`src/hok3_pkg.sv`:
```
package hok3_pkg;

  typedef enum logic {
    MODE_LOAD    = 1'b0,
    MODE_REQUEST = 1'b1
  } mode_e;

  localparam logic STATUS_OK    = 1'b0;
  localparam logic STATUS_ERROR = 1'b1;

  localparam logic [1:0] SRC_INVALID = 2'd3;

  localparam logic REG_BLOCK_BYTES = 1'b0;
  localparam logic REG_TAIL_BYTES  = 1'b1;

  // Low byte of the field polynomial 0x14D
  localparam logic [7:0]  GF_POLY_LOW  = 8'h4d;
  localparam logic [31:0] MIX_MUL_A    = 32'h7feb352d;
  localparam logic [31:0] MIX_MUL_B    = 32'h846ca68b;
  localparam logic [15:0] BUCKET_SPLIT = 16'd65280;
  localparam logic [31:0] ID_MID_LIMIT = 32'd258;
  localparam logic [31:0] ID_UNIT_LIMIT = 32'd3;

  localparam int QUEUE_DEPTH  = 8;
  localparam int QPTR_W       = 3;
  localparam int QCNT_W       = 4;
  localparam int OCC_W        = QCNT_W + 1;
  localparam int FRONT_STAGES = 4;
  localparam int FLIGHT_W     = 3;
  // Edges from accept to the edge that takes the result
  localparam int LATENCY      = 7;

  typedef struct packed {
    mode_e       mode;
    logic        err;
    logic [1:0]  src;
    logic [11:0] idx;
    logic [7:0]  load_byte;
    logic [12:0] plen;
    logic [7:0]  alpha;
    logic [7:0]  beta;
    logic [7:0]  gamma;
    logic        tail_ok;
  } item_t;

  function automatic logic [7:0] gf_mul(logic [7:0] x, logic [7:0] y);
    logic [7:0] acc;
    logic [7:0] xs;
    acc = 8'h00;
    xs  = x;
    for (int k = 0; k < 8; k++) begin
      if (y[k]) acc = acc ^ xs;
      xs = xs[7] ? ({xs[6:0], 1'b0} ^ GF_POLY_LOW) : {xs[6:0], 1'b0};
    end
    return acc;
  endfunction

endpackage

```
`src/hok3_queue.sv`:
```
module hok3_queue import hok3_pkg::*; (
  input  logic              clk_i,
  input  logic              rst_ni,
  input  logic              push_i,
  input  item_t             item_i,
  input  logic              pop_i,
  output item_t             item_o,
  output logic              empty_o,
  output logic [QCNT_W-1:0] count_o
);

  item_t             entries_q [QUEUE_DEPTH];
  logic [QPTR_W-1:0] wr_ptr_q, wr_ptr_d, rd_ptr_q, rd_ptr_d;
  logic [QCNT_W-1:0] count_q, count_d;
  logic              do_pop;

  always_comb begin
    do_pop   = pop_i && (count_q != '0);
    wr_ptr_d = push_i ? wr_ptr_q + QPTR_W'(1) : wr_ptr_q;
    rd_ptr_d = do_pop ? rd_ptr_q + QPTR_W'(1) : rd_ptr_q;
    count_d  = count_q + QCNT_W'(push_i) - QCNT_W'(do_pop);
  end

  always_ff @(posedge clk_i or negedge rst_ni) begin
    if (!rst_ni) begin
      wr_ptr_q <= '0;
      rd_ptr_q <= '0;
      count_q  <= '0;
    end else begin
      wr_ptr_q <= wr_ptr_d;
      rd_ptr_q <= rd_ptr_d;
      count_q  <= count_d;
    end
  end

  always_ff @(posedge clk_i) begin
    if (push_i) entries_q[wr_ptr_q] <= item_i;
  end

  assign item_o  = entries_q[rd_ptr_q];
  assign empty_o = count_q == '0;
  assign count_o = count_q;

endmodule

```
`config.mk`:
```
export PLATFORM = sky130hd
export DESIGN_NAME = hok3_queue
export DESIGN_NICKNAME = d
export VERILOG_FILES = /design/src/hok3_pkg.sv /design/src/hok3_queue.sv
export SDC_FILE = /design/constraint.sdc
export NUM_CORES = 1
export LEC_CHECK = 0
export ABC_AREA = 1
export BUFFER_PORTS_ARGS = -buffer_cell sky130_fd_sc_hd__buf_2
export CORE_AREA = 2 2 190 239
export DETAILED_ROUTE_END_ITERATION = 16
export DIE_AREA = 0 0 192 241
export PLACE_DENSITY = 0.76
export SLEW_MARGIN = 20
export SYNTH_ARGS = -nofsm -noshare
export SYNTH_HDL_FRONTEND = slang
export SYNTH_SLANG_ARGS = --single-unit
```
`constraint.sdc`:
```
create_clock -name clk_i -period 4.3 [get_ports clk_i]
set_input_delay 0.43 -clock clk_i [delete_from_list [all_inputs] [get_ports clk_i]]
set_output_delay 0.43 -clock clk_i [all_outputs]
set_load 0.02 [all_outputs]
```
======== Yosys cells after proc, flatten, opt, wreduce, memory -nomap -nowiden ========
Memory sizes are Yosys's and may differ from the RTL's.
Index checks and enable logic that the tools add are counted.
storage, ports and cells
  bits in registers ....................... 10
  bits in writable memories ............... 496
  input port bits ......................... 66
  output and inout bits ................... 67
  logic and storage cells ................. 13
  memories ................................ 1
memory list
  memory     words  bits a word  read ports  clocked after Yosys merged registers in  wr ports  RTL line          source
  entries_q  8      62           1           0                                        1         hok3_queue.sv:12  item_t entries_q [QUEUE_DEPTH];
operators by class
  add/subtract/negate cells ............... 4
  mux-type cells .......................... 2
  reductions and logical operators ........ 3
operators by type and width
  cell                 count
  $add 3x1->3 const B  2
  $add 4x1->4          1
  $logic_not 4->1      1
  $reduce_bool 4->1    1
  $sub 4x1->4          1
  $mux 1               2
  $logic_and 1x1->1    1

======== Depth between registers and ports, before layout ========
  depth in word-level cells ............... 3
  gate-level depth with buffers ........... 11
  gate-level depth less buffers ........... 11

======== Worst setup path after synthesis ========
OpenSTA, ideal clock, no wires.
  kind .................................... in2reg
  start ................................... input port push_i
  end ..................................... memory entries_q[0][0] in the netlist's numbering, enable pin
  library setup time ...................... 482 ps
  arrival ................................. 3374 ps
  required time ........................... 3818 ps
  slack ................................... 444 ps
  cell stages on the path ................. 3
  buffers on the path ..................... 0
  path through ............................ inv_1 -> or2_2 -> nor2_1
between the ends
  cells in the longest elaborated chain, start to end .. 2
RTL lines
  item                          RTL line          source
  start: declaration            hok3_queue.sv:4   input logic push_i,
  $mux 1                        hok3_queue.sv:37  if (push_i) entries_q[wr_ptr_q] <= item_i;
  $mux 1 (implied by the code)  hok3_queue.sv:37
  end: declaration              hok3_queue.sv:12
Every way passes these cells.

==> impl_metrics.csv <==
group,metric,value,unit
yosys,synth_xor_xnor_area_share,0.00197,
clocking,clk_pin_slew,0.06,ns
yosys,syn-num-nets,2284,
timing,hold_viol_final,0,
drt,drcViolationCount,0,
layout,regArea,15200,um2
setup_path,path_cells,"inv_6 -> buf_12 -> nand3_1 -> nand2_1 -> nand2_1 -> nand2_1 -> buf_2",
clocking,insertion_delay,0.58,ns
layout,drive_gt1_frac,0.100,
timing,period_minus_slack,3.20,ns
setup_path,critPathSlowestCell,"dfrtp_4",
floorplan,die_h,241,um
yosys,postSynthCellCount,2210,
layout,syn2layout_area_growth,11.9,%
yosys,yosys_register_bits,506,
placement,port_buffers,132,
global_routing,grt_max_degree,250,
setup_path,end_kind,"primary output",
setup_path,cp_common_cell,"nand2_1",
drt,dr.pass1.iters,5,
global_routing,grt_pass1_wl,75300,um
yosys,synth_top_cell_by_area,"edfxtp_1",
drt,via_per_inst,4.97,
floorplan,dieWidth,192,um
yosys,synthTopCellsByArea,"edfxtp_1, nand2_1, inv_1",
clocking,tritoncts.num_buffers,48,
drt,vias,14600,
setup_path,startpoint_type,"register",
setup_path,path_class,"register to primary output",
timing,fmax,0.313,GHz
clocking,cts_tree,"done",
placement,hpwlAfterDp,25800,um
setup_path,critPathArrivalTime,2.77,ns
timing,fin_tns_setup,0,ns
timing,whs,0.116,ns
layout,multi_input_area,4590,um2
yosys,yosysSeqAreaShare,0.682,
yosys,synth_top_cell_area_share,0.671,
yosys,synth_cell_types,20,
timing,worst_pin_slew,1.02,ns
clocking,cts_buffer_depth,3,
global_routing,overflow,0,
drt,drt_wl_total,48000,um
setup_path,required,3.87,ns
pwr,p_per_area,650,nW/um2
floorplan,dieArea,46300,um2
timing,relSlewSlack,0.319,
clocking,cts.htree.levels,2,
timing,period_share,0.743,
setup_path,crit_family,"buffers and inverters",
status,status,"finished clean",
layout,final_cell_mix,"nand2_1, inv_1, edfxtp_1",
placement,gp_congestion,0.777,
yosys,synth_top_family_by_area,"simple AND/OR/NAND/NOR gates",
drt,post_drt_wl_per_cell,16.4,um
timing,rsz0062_at_grt,"no",
yosys,yosys_warnings,0,
drt,antenna_left,0,
floorplan,fp.coreArea,43900,um2
setup_path,crit_fanout,81,
layout,nNetsFinal,2395,
setup_path,slowest_delay,0.67,ns
drt,drt_iter0_drc,1023,
pwr,p_leak,11.6,nW
setup_path,path_buf_inv,3,
yosys,synthAdderAreaFrac,0.00485,
floorplan,rows,86,
layout,nFillCells,3569,
yosys,synth_compound_area_frac,0.000902,
yosys,syn_area,22200,um2
job,cap_violations,0,
yosys,yosys.area_share.simple,0.196,
clocking,cts_sinks,506,
yosys,syn_area_per_cell,10.0,um2
yosys,synth.area.mux_share,0,
hold_path,min_path_type,"input port to register",
timing,slew_violations,0,
global_routing,antenna_found_initial,12,
floorplan,io_pins,133,
timing,finalClockSkew,0.0183,ns
global_routing,grt_pass1_vias,14600,
global_routing,grt_util_all_layers,0.211,
floorplan,start_util,0.506,
clocking,cts_root_buf,"clkbuf_16",
layout,layout_commonest_cell,"nand2_1",
timing,setup_viol,0,
pwr,irDropWorstVdd,0.680,mV
[worst paths after layout]
path                        startpoint          endpoint  slack [ns]  cells after the start
max in group asynchronous       rst_ni       rd_ptr_q[0]        3.79                      2
setup / recovery           rd_ptr_q[1]         item_o[8]        1.10                      7
setup reg to reg           wr_ptr_q[0]   entries_q[0][6]        1.93                      3
min in group asynchronous       rst_ni       rd_ptr_q[1]        0.25                      2
hold reg to reg            wr_ptr_q[0]       wr_ptr_q[0]        0.55                      2
hold / removal              item_i[49]  entries_q[2][49]        0.12                      1
[repair_timing]
| item | CTS | global route |
|---|---|---|
| buffers inserted | 0 | 0 |
| endpoints found under the hold margin | 10 | 0 |
| setup endpoints to repair | 0 | 0 |
| hold buffers | 1 | 0 |
| resized for setup | 0 | 0 |
[Yosys cell counts (all sizes together)]
library cell and number:
edfxtp 496, o21ai 3, nand3 250, fa 1, nand2 819, inv 514, nor2 8, xnor2 2
clkbuf 9, a21oi 1, dfrtp 10, or2 1, ha 7, buf 86, xor2 3
[through the flow]
step | instances | utilization | setup slack, ns | area, um2 | power, mW
after CTS | 2925 | 0.565 | 1.08 | 24800 | 16.2
after floorplan | 2210 | - | 0.444 | 22200 | 10.5
after detailed placement | 2841 | 0.531 | 1.71 | 23300 | 12.2
final | 2934 | 0.566 | 1.10 | 24800 | 16.1
after global placement | 2841 | 0.531 | 1.70 | 23300 | 12.1
after global routing | 2932 | 0.566 | 0.948 | 24800 | 17.1
[where the power goes]
| group | switching, mW | internal, mW | leakage, nW |
|---|---|---|---|
| Sequential | 0.190 | 5.99 | 4.62 |
| Combinational | 4.28 | 1.68 | 6.21 |
| Clock | 1.76 | 2.23 | 0.726 |
| Total | 6.23 | 9.90 | 11.6 |
[cells by family after synthesis]
logic type	after synthesis
buffers and inverters	609
DFF	506
AOI/OAI and AO/OA	4
adders and majority gates	8
and+or+nand+nor	1078
xor gates and xnor gates	5
[layout make-up]
class / count / share of cell area
multi-input combinational: 1095 / 0.185
antenna: 8 / 0.000806
timing repair buffer: 156 / 0.0383
clock inverter: 27 / 0.00937
inverter: 514 / 0.0781
tap: 572 / 0.0288
sequential: 506 / 0.610
clock buffer: 56 / 0.0496
[state kept, by name, indices dropped and copies added, names as in the netlist]
name	flops
entries_q	496
count_o	4
rd_ptr_q	3
wr_ptr_q	3
[worst register-to-register path, stage by stage (launching register included)]
cell     delay, ns
dfrtp_1       0.41
or2_2         0.42
nor2_4        0.68
buf_4         0.50
[routing by layer]
layer	part of all wire	GRT usage	vias to the layer above
li1	-	-	7074
met1	0.40	0.265	6892
met2	0.49	0.359	501
met3	0.067	0.0362	120
met4	0.034	0.0948	6
met5	0.00071	0	-
No activity file was read; power rests on OpenSTA's default activity.
