===== config.mk =====
export PLATFORM = sky130hd
export DESIGN_NAME = hok3_front
export DESIGN_NICKNAME = d
export VERILOG_FILES = /design/src/hok3_pkg.sv /design/src/hok3_front.sv
export SDC_FILE = /design/constraint.sdc
export NUM_CORES = 2
export LEC_CHECK = 0
export BUFFER_PORTS_ARGS = -buffer_cell sky130_fd_sc_hd__buf_4
export CAP_MARGIN = 25
export CORE_UTILIZATION = 30
export DETAILED_ROUTE_END_ITERATION = 7
export PLACE_DENSITY_LB_ADDON = 0.05
export RECOVER_POWER = 50
export SLEW_MARGIN = 20
export SYNTH_ARGS = -nofsm -noshare
export SYNTH_HDL_FRONTEND = slang
export SYNTH_SLANG_ARGS = --single-unit

===== constraint.sdc =====
create_clock -name clk_i -period 8.4 [get_ports clk_i]
set_input_delay 0.84 -clock clk_i [delete_from_list [all_inputs] [get_ports clk_i]]
set_output_delay 0.84 -clock clk_i [all_outputs]
set_load 0.05 [all_outputs]

===== src/hok3_pkg.sv =====
package hok3_pkg;

  typedef enum logic {
    MODE_LOAD    = 1'b0,
    MODE_REQUEST = 1'b1
  } mode_e;

  localparam logic STATUS_OK    = 1'b0;
  localparam logic STATUS_ERROR = 1'b1;

  localparam logic [1:0] SRC_INVALID = 2'd3;

  localparam logic REG_BLOCK_BYTES = 1'b0;
  localparam logic REG_TAIL_BYTES  = 1'b1;

  // Low byte of the field polynomial 0x14D
  localparam logic [7:0]  GF_POLY_LOW  = 8'h4d;
  localparam logic [31:0] MIX_MUL_A    = 32'h7feb352d;
  localparam logic [31:0] MIX_MUL_B    = 32'h846ca68b;
  localparam logic [15:0] BUCKET_SPLIT = 16'd65280;
  localparam logic [31:0] ID_MID_LIMIT = 32'd258;
  localparam logic [31:0] ID_UNIT_LIMIT = 32'd3;

  localparam int QUEUE_DEPTH  = 8;
  localparam int QPTR_W       = 3;
  localparam int QCNT_W       = 4;
  localparam int OCC_W        = QCNT_W + 1;
  localparam int FRONT_STAGES = 4;
  localparam int FLIGHT_W     = 3;
  // Edges from accept to the edge that takes the result
  localparam int LATENCY      = 7;

  typedef struct packed {
    mode_e       mode;
    logic        err;
    logic [1:0]  src;
    logic [11:0] idx;
    logic [7:0]  load_byte;
    logic [12:0] plen;
    logic [7:0]  alpha;
    logic [7:0]  beta;
    logic [7:0]  gamma;
    logic        tail_ok;
  } item_t;

  function automatic logic [7:0] gf_mul(logic [7:0] x, logic [7:0] y);
    logic [7:0] acc;
    logic [7:0] xs;
    acc = 8'h00;
    xs  = x;
    for (int k = 0; k < 8; k++) begin
      if (y[k]) acc = acc ^ xs;
      xs = xs[7] ? ({xs[6:0], 1'b0} ^ GF_POLY_LOW) : {xs[6:0], 1'b0};
    end
    return acc;
  endfunction

endpackage


===== src/hok3_front.sv =====
module hok3_front import hok3_pkg::*; (
  input  logic                clk_i,
  input  logic                rst_ni,
  input  logic                accept_i,
  input  mode_e               mode_i,
  input  logic [1:0]          src_i,
  input  logic [31:0]         id_i,
  input  logic [11:0]         idx_i,
  input  logic [7:0]          load_byte_i,
  input  logic [12:0]         blen_i,
  input  logic [12:0]         tlen_i,
  output logic                push_o,
  output item_t               item_o,
  output logic [FLIGHT_W-1:0] inflight_o
);

  typedef struct packed {
    mode_e       mode;
    logic [1:0]  src;
    logic [11:0] idx;
    logic [7:0]  load_byte;
    logic        id_unit;
    logic        id_mid;
    logic        id_is2;
    logic [7:0]  id_low;
  } stage_t;

  logic   [FRONT_STAGES-1:0] v_q;
  stage_t                    st_q [FRONT_STAGES];
  stage_t                    st_d;

  logic [31:0] m1_q, m1_d, m2_q, m2_d;
  logic [15:0] b_q, b_d;
  logic [7:0]  a_q, a_d, r_q, r_d, bl_q;
  logic        hi_q, hi_d;

  logic [31:0] mix0, mix1, mix2;
  logic [47:0] scaled;
  logic [16:0] quot_sum;
  logic [15:0] a_times;
  logic [15:0] rem16;

  // Classify the id and start the avalanche mix
  always_comb begin
    st_d.mode      = mode_i;
    st_d.src       = src_i;
    st_d.idx       = idx_i;
    st_d.load_byte = load_byte_i;
    st_d.id_unit   = id_i < ID_UNIT_LIMIT;
    st_d.id_mid    = id_i < ID_MID_LIMIT;
    st_d.id_is2    = id_i == 32'd2;
    st_d.id_low    = id_i[7:0];
    mix0           = id_i ^ (id_i >> 16);
    m1_d           = mix0 * MIX_MUL_A;
    mix1           = m1_q ^ (m1_q >> 15);
    m2_d           = mix1 * MIX_MUL_B;
    mix2           = m2_q ^ (m2_q >> 16);
    // bucket = (h * 65535) >> 32
    scaled         = {mix2, 16'h0000} - {16'h0000, mix2};
    b_d            = scaled[47:32];
    // b / 255 and b % 255 by reciprocal, exact below 65280 (BUCKET_SPLIT)
    quot_sum       = {1'b0, b_q} + {9'h000, b_q[15:8]} + 17'd1;
    a_d            = quot_sum[15:8];
    a_times        = {quot_sum[15:8], 8'h00} - {8'h00, quot_sum[15:8]};
    rem16          = b_q - a_times;
    r_d            = rem16[7:0];
    hi_d           = b_q >= BUCKET_SPLIT;
  end

  always_ff @(posedge clk_i or negedge rst_ni) begin
    if (!rst_ni) begin
      v_q <= '0;
    end else begin
      v_q <= {v_q[FRONT_STAGES-2:0], accept_i};
    end
  end

  always_ff @(posedge clk_i) begin
    st_q[0] <= st_d;
    for (int s = 1; s < FRONT_STAGES; s++) st_q[s] <= st_q[s-1];
    m1_q <= m1_d;
    m2_q <= m2_d;
    b_q  <= b_d;
    a_q  <= a_d;
    r_q  <= r_d;
    hi_q <= hi_d;
    bl_q <= b_q[7:0];
  end

  stage_t     last;
  logic [7:0] t_val, t_sq, a_sq;

  // Pick coefficients and length, flag errors
  always_comb begin
    last  = st_q[FRONT_STAGES-1];
    t_val = last.id_low - 8'd2;
    t_sq  = gf_mul(t_val, t_val);
    a_sq  = gf_mul(a_q, a_q);

    item_o.mode      = last.mode;
    item_o.src       = last.src;
    item_o.idx       = last.idx;
    item_o.load_byte = last.load_byte;
    item_o.tail_ok   = {1'b0, last.idx} < tlen_i;
    item_o.alpha     = 8'h00;
    item_o.beta      = 8'h00;
    item_o.gamma     = 8'h00;
    item_o.plen      = 13'd0;
    item_o.err       = STATUS_OK;

    if (last.mode == MODE_LOAD) begin
      if (last.src == SRC_INVALID || {1'b0, last.idx} >= blen_i) item_o.err = STATUS_ERROR;
    end else begin
      item_o.plen = last.id_is2 ? tlen_i : blen_i;
      if ({1'b0, last.idx} >= item_o.plen) item_o.err = STATUS_ERROR;
      if (last.id_unit) begin
        item_o.alpha = {7'h00, last.id_low[1:0] == 2'd0};
        item_o.beta  = {7'h00, last.id_low[1:0] == 2'd1};
        item_o.gamma = {7'h00, last.id_low[1:0] == 2'd2};
      end else if (last.id_mid) begin
        item_o.alpha = 8'h01;
        item_o.beta  = t_val;
        item_o.gamma = t_sq;
      end else if (hi_q) begin
        item_o.alpha = 8'h00;
        item_o.beta  = 8'h01;
        item_o.gamma = bl_q + 8'd1;
      end else begin
        item_o.alpha = 8'h01;
        item_o.beta  = a_q;
        item_o.gamma = a_sq ^ (r_q + 8'd1);
      end
    end
  end

  assign push_o     = v_q[FRONT_STAGES-1];
  assign inflight_o = FLIGHT_W'(v_q[0]) + FLIGHT_W'(v_q[1]) + FLIGHT_W'(v_q[2])
                    + FLIGHT_W'(v_q[3]);

endmodule


# Yosys cells after proc, flatten, opt, wreduce, memory -nomap -nowiden
# Memories as Yosys holds them, arrays and structs flattened.
# Cells that the tools add are included.
[op_classes]
add_sub_neg = 11
muxes = 38
multipliers = 2
reduce_logical = 2
bitwise_logic = 32
n_eq_ne = 4
order_cmp = 6
[op_table]
columns = ["op", "n"]
rows = [
  ["$mux 8", 16],
  ["$xor 8x8->8", 15],
  ["$mux 7", 14],
  ["$xor 32x16->32", 2],
  ["$not 4->4", 14],
  ["$mux 17", 3],
  ["$sub 48x32->48", 1],
  ["$mux 37", 1],
  ["$eq 32x2->1 const B", 1],
  ["$lt 32x2->1 const B", 1],
  ["$lt 32x9->1 const B", 1],
  ["$mul 32x31->32 const B", 1],
  ["$mul 32x32->32 const B", 1],
  ["$xor 32x17->32", 1],
  ["$ge 12x13->1", 2],
  ["$add 16x1->16 const B", 1],
  ["$add 16x8->16", 1],
  ["$add 8x1->8 const B", 2],
  ["$ge 16x16->1 const B", 1],
  ["$lt 12x13->1", 1],
  ["$mux 13", 1],
  ["$sub 1x8->8 const A", 1],
  ["$sub 8x2->8 const B", 1],
  ["$sub 8x8->8", 1],
  ["8 further kinds", 11],
]
[word_totals]
memories = 1
regBits = 109
ramBits = 136
word_cells = 104
[memory_table]
columns = ["memory", "words", "word_bits", "rd", "rd_ports_with_merged_regs", "wr", "line", "rtl"]
rows = [
  ["st_q", 4, 34, 4, 0, 4, "hok3_front.sv:29", "stage_t st_q [FRONT_STAGES];"],
]

# Longest topological paths before layout
[logic_depth]
word_depth = 21
depth_mapped = 28
mapped_depth_nobuf = 28

# Worst setup path before layout
# OpenSTA, ideal clock, no wires.
[synth_timing]
kind = "input port to flip-flop"
startpoint = "input port id_i[24]"
endpoint = "register m1_q[31]"
required_ns = 8.328
path_buffers = 0
arrival_ns = 7.012
slack_ns = 1.316
cell_stages = 24
setup_time_ns = 0.072
path_cell_list = "xnor2_1 -> clkinv_1 -> xnor2_1 -> inv_1 -> fa_1 -> inv_1 -> fa_1 -> inv_1 -> ha_1 -> ha_1 -> fa_1 -> fa_1 -> inv_1 -> fa_1 -> inv_1 -> ha_1 -> a21o_1 -> a21oi_1 -> nor2b_1 -> a211oi_1 -> nand2b_1 -> a21oi_1 -> a41oi_1 -> xnor2_1"
[synth_between]
elab_chain_cells = 2
[synth_lines]
columns = ["element", "line", "rtl"]
rows = [
  ["start: declaration", "hok3_front.sv:7", "input logic [31:0] id_i,"],
  ["$xor 32x16->32", "hok3_front.sv:53", "mix0 = id_i ^ (id_i >> 16);"],
  ["$mul 32x31->32", "hok3_front.sv:54", "m1_d = mix0 * MIX_MUL_A;"],
  ["named net m1_d[31]", "hok3_front.sv:32", "logic [31:0] m1_q, m1_d, m2_q, m2_d;"],
  ["end signal: assignment", "hok3_front.sv:81", "m1_q <= m1_d;"],
  ["end: declaration", "hok3_front.sv:32", ""],
]
# The timed path passes the listed nets, and every way through them passes these cells.

# Final worst setup path
[layout_timing]
startpoint = "input port id_i[17]"
endpoint = "register m1_q[31]"
# The elaborated chain is that of the path after synthesis.

==> impl_metrics.yaml <==
worst_setup_path:
  timing.rr.start: "m1_q[18]"
  cp.required_ns: 8.84
  crit_arrival_ns: 8.11
  crit_path_start_kind: "input port"
  cp_slowest_cell: "clkbuf_1"
  cpMostUsedCell: "fa_1"
  cp-end-kind: "flip-flop"
  reg2reg_depth: 23
  reg2reg_to: "m2_q[31]"
  cp_max_fo: 10
  rrSetupSlack_ns: 1.27
  cp_slowest_stage_delay_ns: 0.73
  worstPathCellList: "clkbuf_1 > xor2_1 > clkbuf_1 > ha_1 > inv_1 > o21ai_0 > fa_1 > inv_1 > fa_1 > inv_1 > fa_1 > fa_1 > fa_1 > fa_1 > inv_1 > fa_1 > inv_1 > ha_1 > inv_1 > nor2_1 > o21ai_0 > nand2b_1 > a41oi_1 > xnor2_1"
  critPathKind: "input port to flip-flop"
cells_and_area:
  area_growth_pct: 12.61
  layout_commonest_cell: "inv_1"
  finish.utilization: 0.3415
  final_cell_mix: "748 x inv_1, 446 x ha_1, 349 x fa_1, 257 x xnor2_1, 241 x dfxtp_1"
  drive_gt1_frac: 0.08304
  final_net_count: 3999
  antenna-diode-count: 0
  design_area_sq_um: 31870
  final_cells: 4397
global_route:
  grt.total_usage: 0.1735
  antenna_found_initial: 1
  grt_pass1_vias: 20740
  grt_pass1_wl_um: 125800
  overflow: 0
  grt_max_degree: 33
clock_tree:
  cts_sinks: 245
  cts_tree: "yes"
  htreeDepth: 1
  hold_buffers: 0
  insertion_delay_ns: 0.58
  max-clock-path-buffers: 3
  cts_root_buf: "clkbuf_16"
  ctsResizeCount: 0
  post_cts_buffers: 0
  cts_buffers: 30
  path_clk_slew_ns: 0.06
drt:
  vias: 19320
  drc: 0
  drtIter0Drc: 850
  vias_per_cell: 4.393
  wl_um: 80850
  wl_per_cell_um: 18.39
  final_antenna_net_count: 0
  drtPass1Iterations: 5
floorplan:
  die_area_sq_um: 95590
  io_pins: 150
  die_w_um: 309.2
  num_rows: 112
  core_area_sq_um: 93330
  initial_utilization: 0.3033
  die_h_um: 309.2
sta:
  tns_ns: 0
  setup_viol: 0
  post-route-period-util: 0.9133
  slew_headroom: 0.2715
  grt_setup_unrepaired: "false"
  post-route-min-period_ns: 7.672
  drv_slew: 0
  fmax_mhz: 130.3
  hold_viol: 0
  clock-skew-final_ns: 0.02782
  worstMarginPinSlew_ns: 1.093
placement:
  gp_congestion: 0.8592
  place_hpwl_um: 70640
  dp_cells: 4342
  placed_area_sq_um: 30890
  io_buffers: 142
synthesis:
  synthCells: 2965
  synth_edf_count: 0
  synth.distinct_cells: 82
  ys_warn_count: 0
  synthFlopType: "dfxtp_1"
  syn_area_sq_um: 28310
  ys_ff_latch: 245
  async_flop_share: 0.01633
  synth_area_per_cell_sq_um: 9.547
  ys_seq_area_frac: 0.1740
status:
  outcome: "complete, no violations"
flow_run:
  maxCapViolCount: 0
hold_path:
  hp-class: "input port to asynchronous set/reset pin"
[cells by family (layout without fill, tap and decap cells)]
family,Yosys count,count (layout),share of synthesized area
other,1,7,0.0001325
AOI/OAI and AO/OA,324,324,0.07329
adders and majority gates,795,795,0.4440
muxes,26,26,0.009459
buffers and inverters,830,1002,0.1155
and+or+nand+nor,378,378,0.06745
DFF,245,245,0.1740
xor gates and xnor gates,366,366,0.1162
[metrics by stage]
step	setup slack, ns	hold slack [ns]
detailed placement	0.5249	0.3121
floorplan	1.316	0.3096
CTS	1.100	0.03083
global placement	0.5698	0.3097
global route	0.3774	0.08383
finish	0.7280	0.1025
[synth_stat cells (6+ instances only)]
| library cell | n | area (sq um) |
|---|---|---|
| o21ai_0 | 54 | 270.3 |
| nor2b_1 | 29 | 181.4 |
| a211oi_1 | 21 | 157.7 |
| a21oi_1 | 92 | 460.4 |
| a31oi_1 | 14 | 87.58 |
| o21bai_1 | 16 | 120.1 |
| and2_1 | 12 | 75.07 |
| clkbuf_1 | 23 | 86.33 |
| nand3_1 | 33 | 165.2 |
| buf_1 | 8 | 30.03 |
| o21a_1 | 15 | 112.6 |
| buf_4 | 33 | 247.7 |
| nand2b_1 | 24 | 150.1 |
| xor2_1 | 102 | 893.4 |
| a21o_1 | 39 | 292.8 |
| o22ai_1 | 11 | 68.82 |
| and3_1 | 12 | 75.07 |
| a22oi_1 | 8 | 60.06 |
| nor2_1 | 93 | 349.1 |
| a31o_2 | 6 | 52.55 |
| dfxtp_1 | 241 | 4825 |
| xnor2_1 | 257 | 2251 |
| ha_1 | 446 | 5580 |
| nor3_1 | 21 | 105.1 |
| fa_1 | 349 | 6987 |
| mux2i_1 | 23 | 230.2 |
| or3_1 | 7 | 43.79 |
| o31ai_1 | 8 | 60.06 |
| nand4_1 | 12 | 75.07 |
| nor4_1 | 7 | 43.79 |
| nand2_1 | 100 | 375.4 |
| inv_1 | 748 | 2808 |
[worst max path at each step]
| stage | slack, ns | to | cells past startpoint | startpoint |
|---|---|---|---|---|
| after floorplan | 1.32 | m1_q[31] | 24 | id_i[24] |
| after global placement | 0.57 | m1_q[31] | 22 | id_i[18] |
| after detailed placement | 0.52 | m1_q[31] | 21 | id_i[19] |
| after CTS | 1.10 | m1_q[31] | 21 | id_i[19] |
| after global routing | 0.38 | m1_q[31] | 23 | id_i[17] |
| final | 0.73 | m1_q[31] | 24 | id_i[17] |
[critical path: cells and delay by family]
kind                       cells  cell delay (ns)
and+or+nand+nor                2             0.14
buffers and inverters          8             1.65
adders and majority gates      9             4.59
xor gates and xnor gates       2             0.28
AOI/OAI and AO/OA              3             0.61
[final cells by class]
| class | count | area, sq um |
|---|---|---|
| Clock buffer | 36 | 813.3 |
| Tap cell | 1254 | 1569 |
| Fill cell | 9771 | 61460 |
| Clock inverter | 19 | 216.5 |
| Inverter | 758 | 2846 |
| Timing Repair Buffer | 189 | 1370 |
| Multi-Input combinational cell | 1896 | 20130 |
| Sequential cell | 245 | 4925 |
[per-layer routing]
metal  up-vias  global-route usage  routed length, um
li1       9516                   -                  -
met1      9525              0.2514              39980
met2       231              0.2864              37870
met3        45             0.01644               2340
met4         0             0.01842                666
met5         -                   0                  0
[state kept, by name, indices dropped and copies added, names as in the netlist]
register,cells
bl_q,8
b_q,16
st_q,136
hi_q,1
a_q,8
r_q,8
m2_q,32
v_q,4
m1_q,32
Power is left out: the tool's default activity adds up to more than one toggle a clock period on the data nets, which glitch-free logic cannot reach.
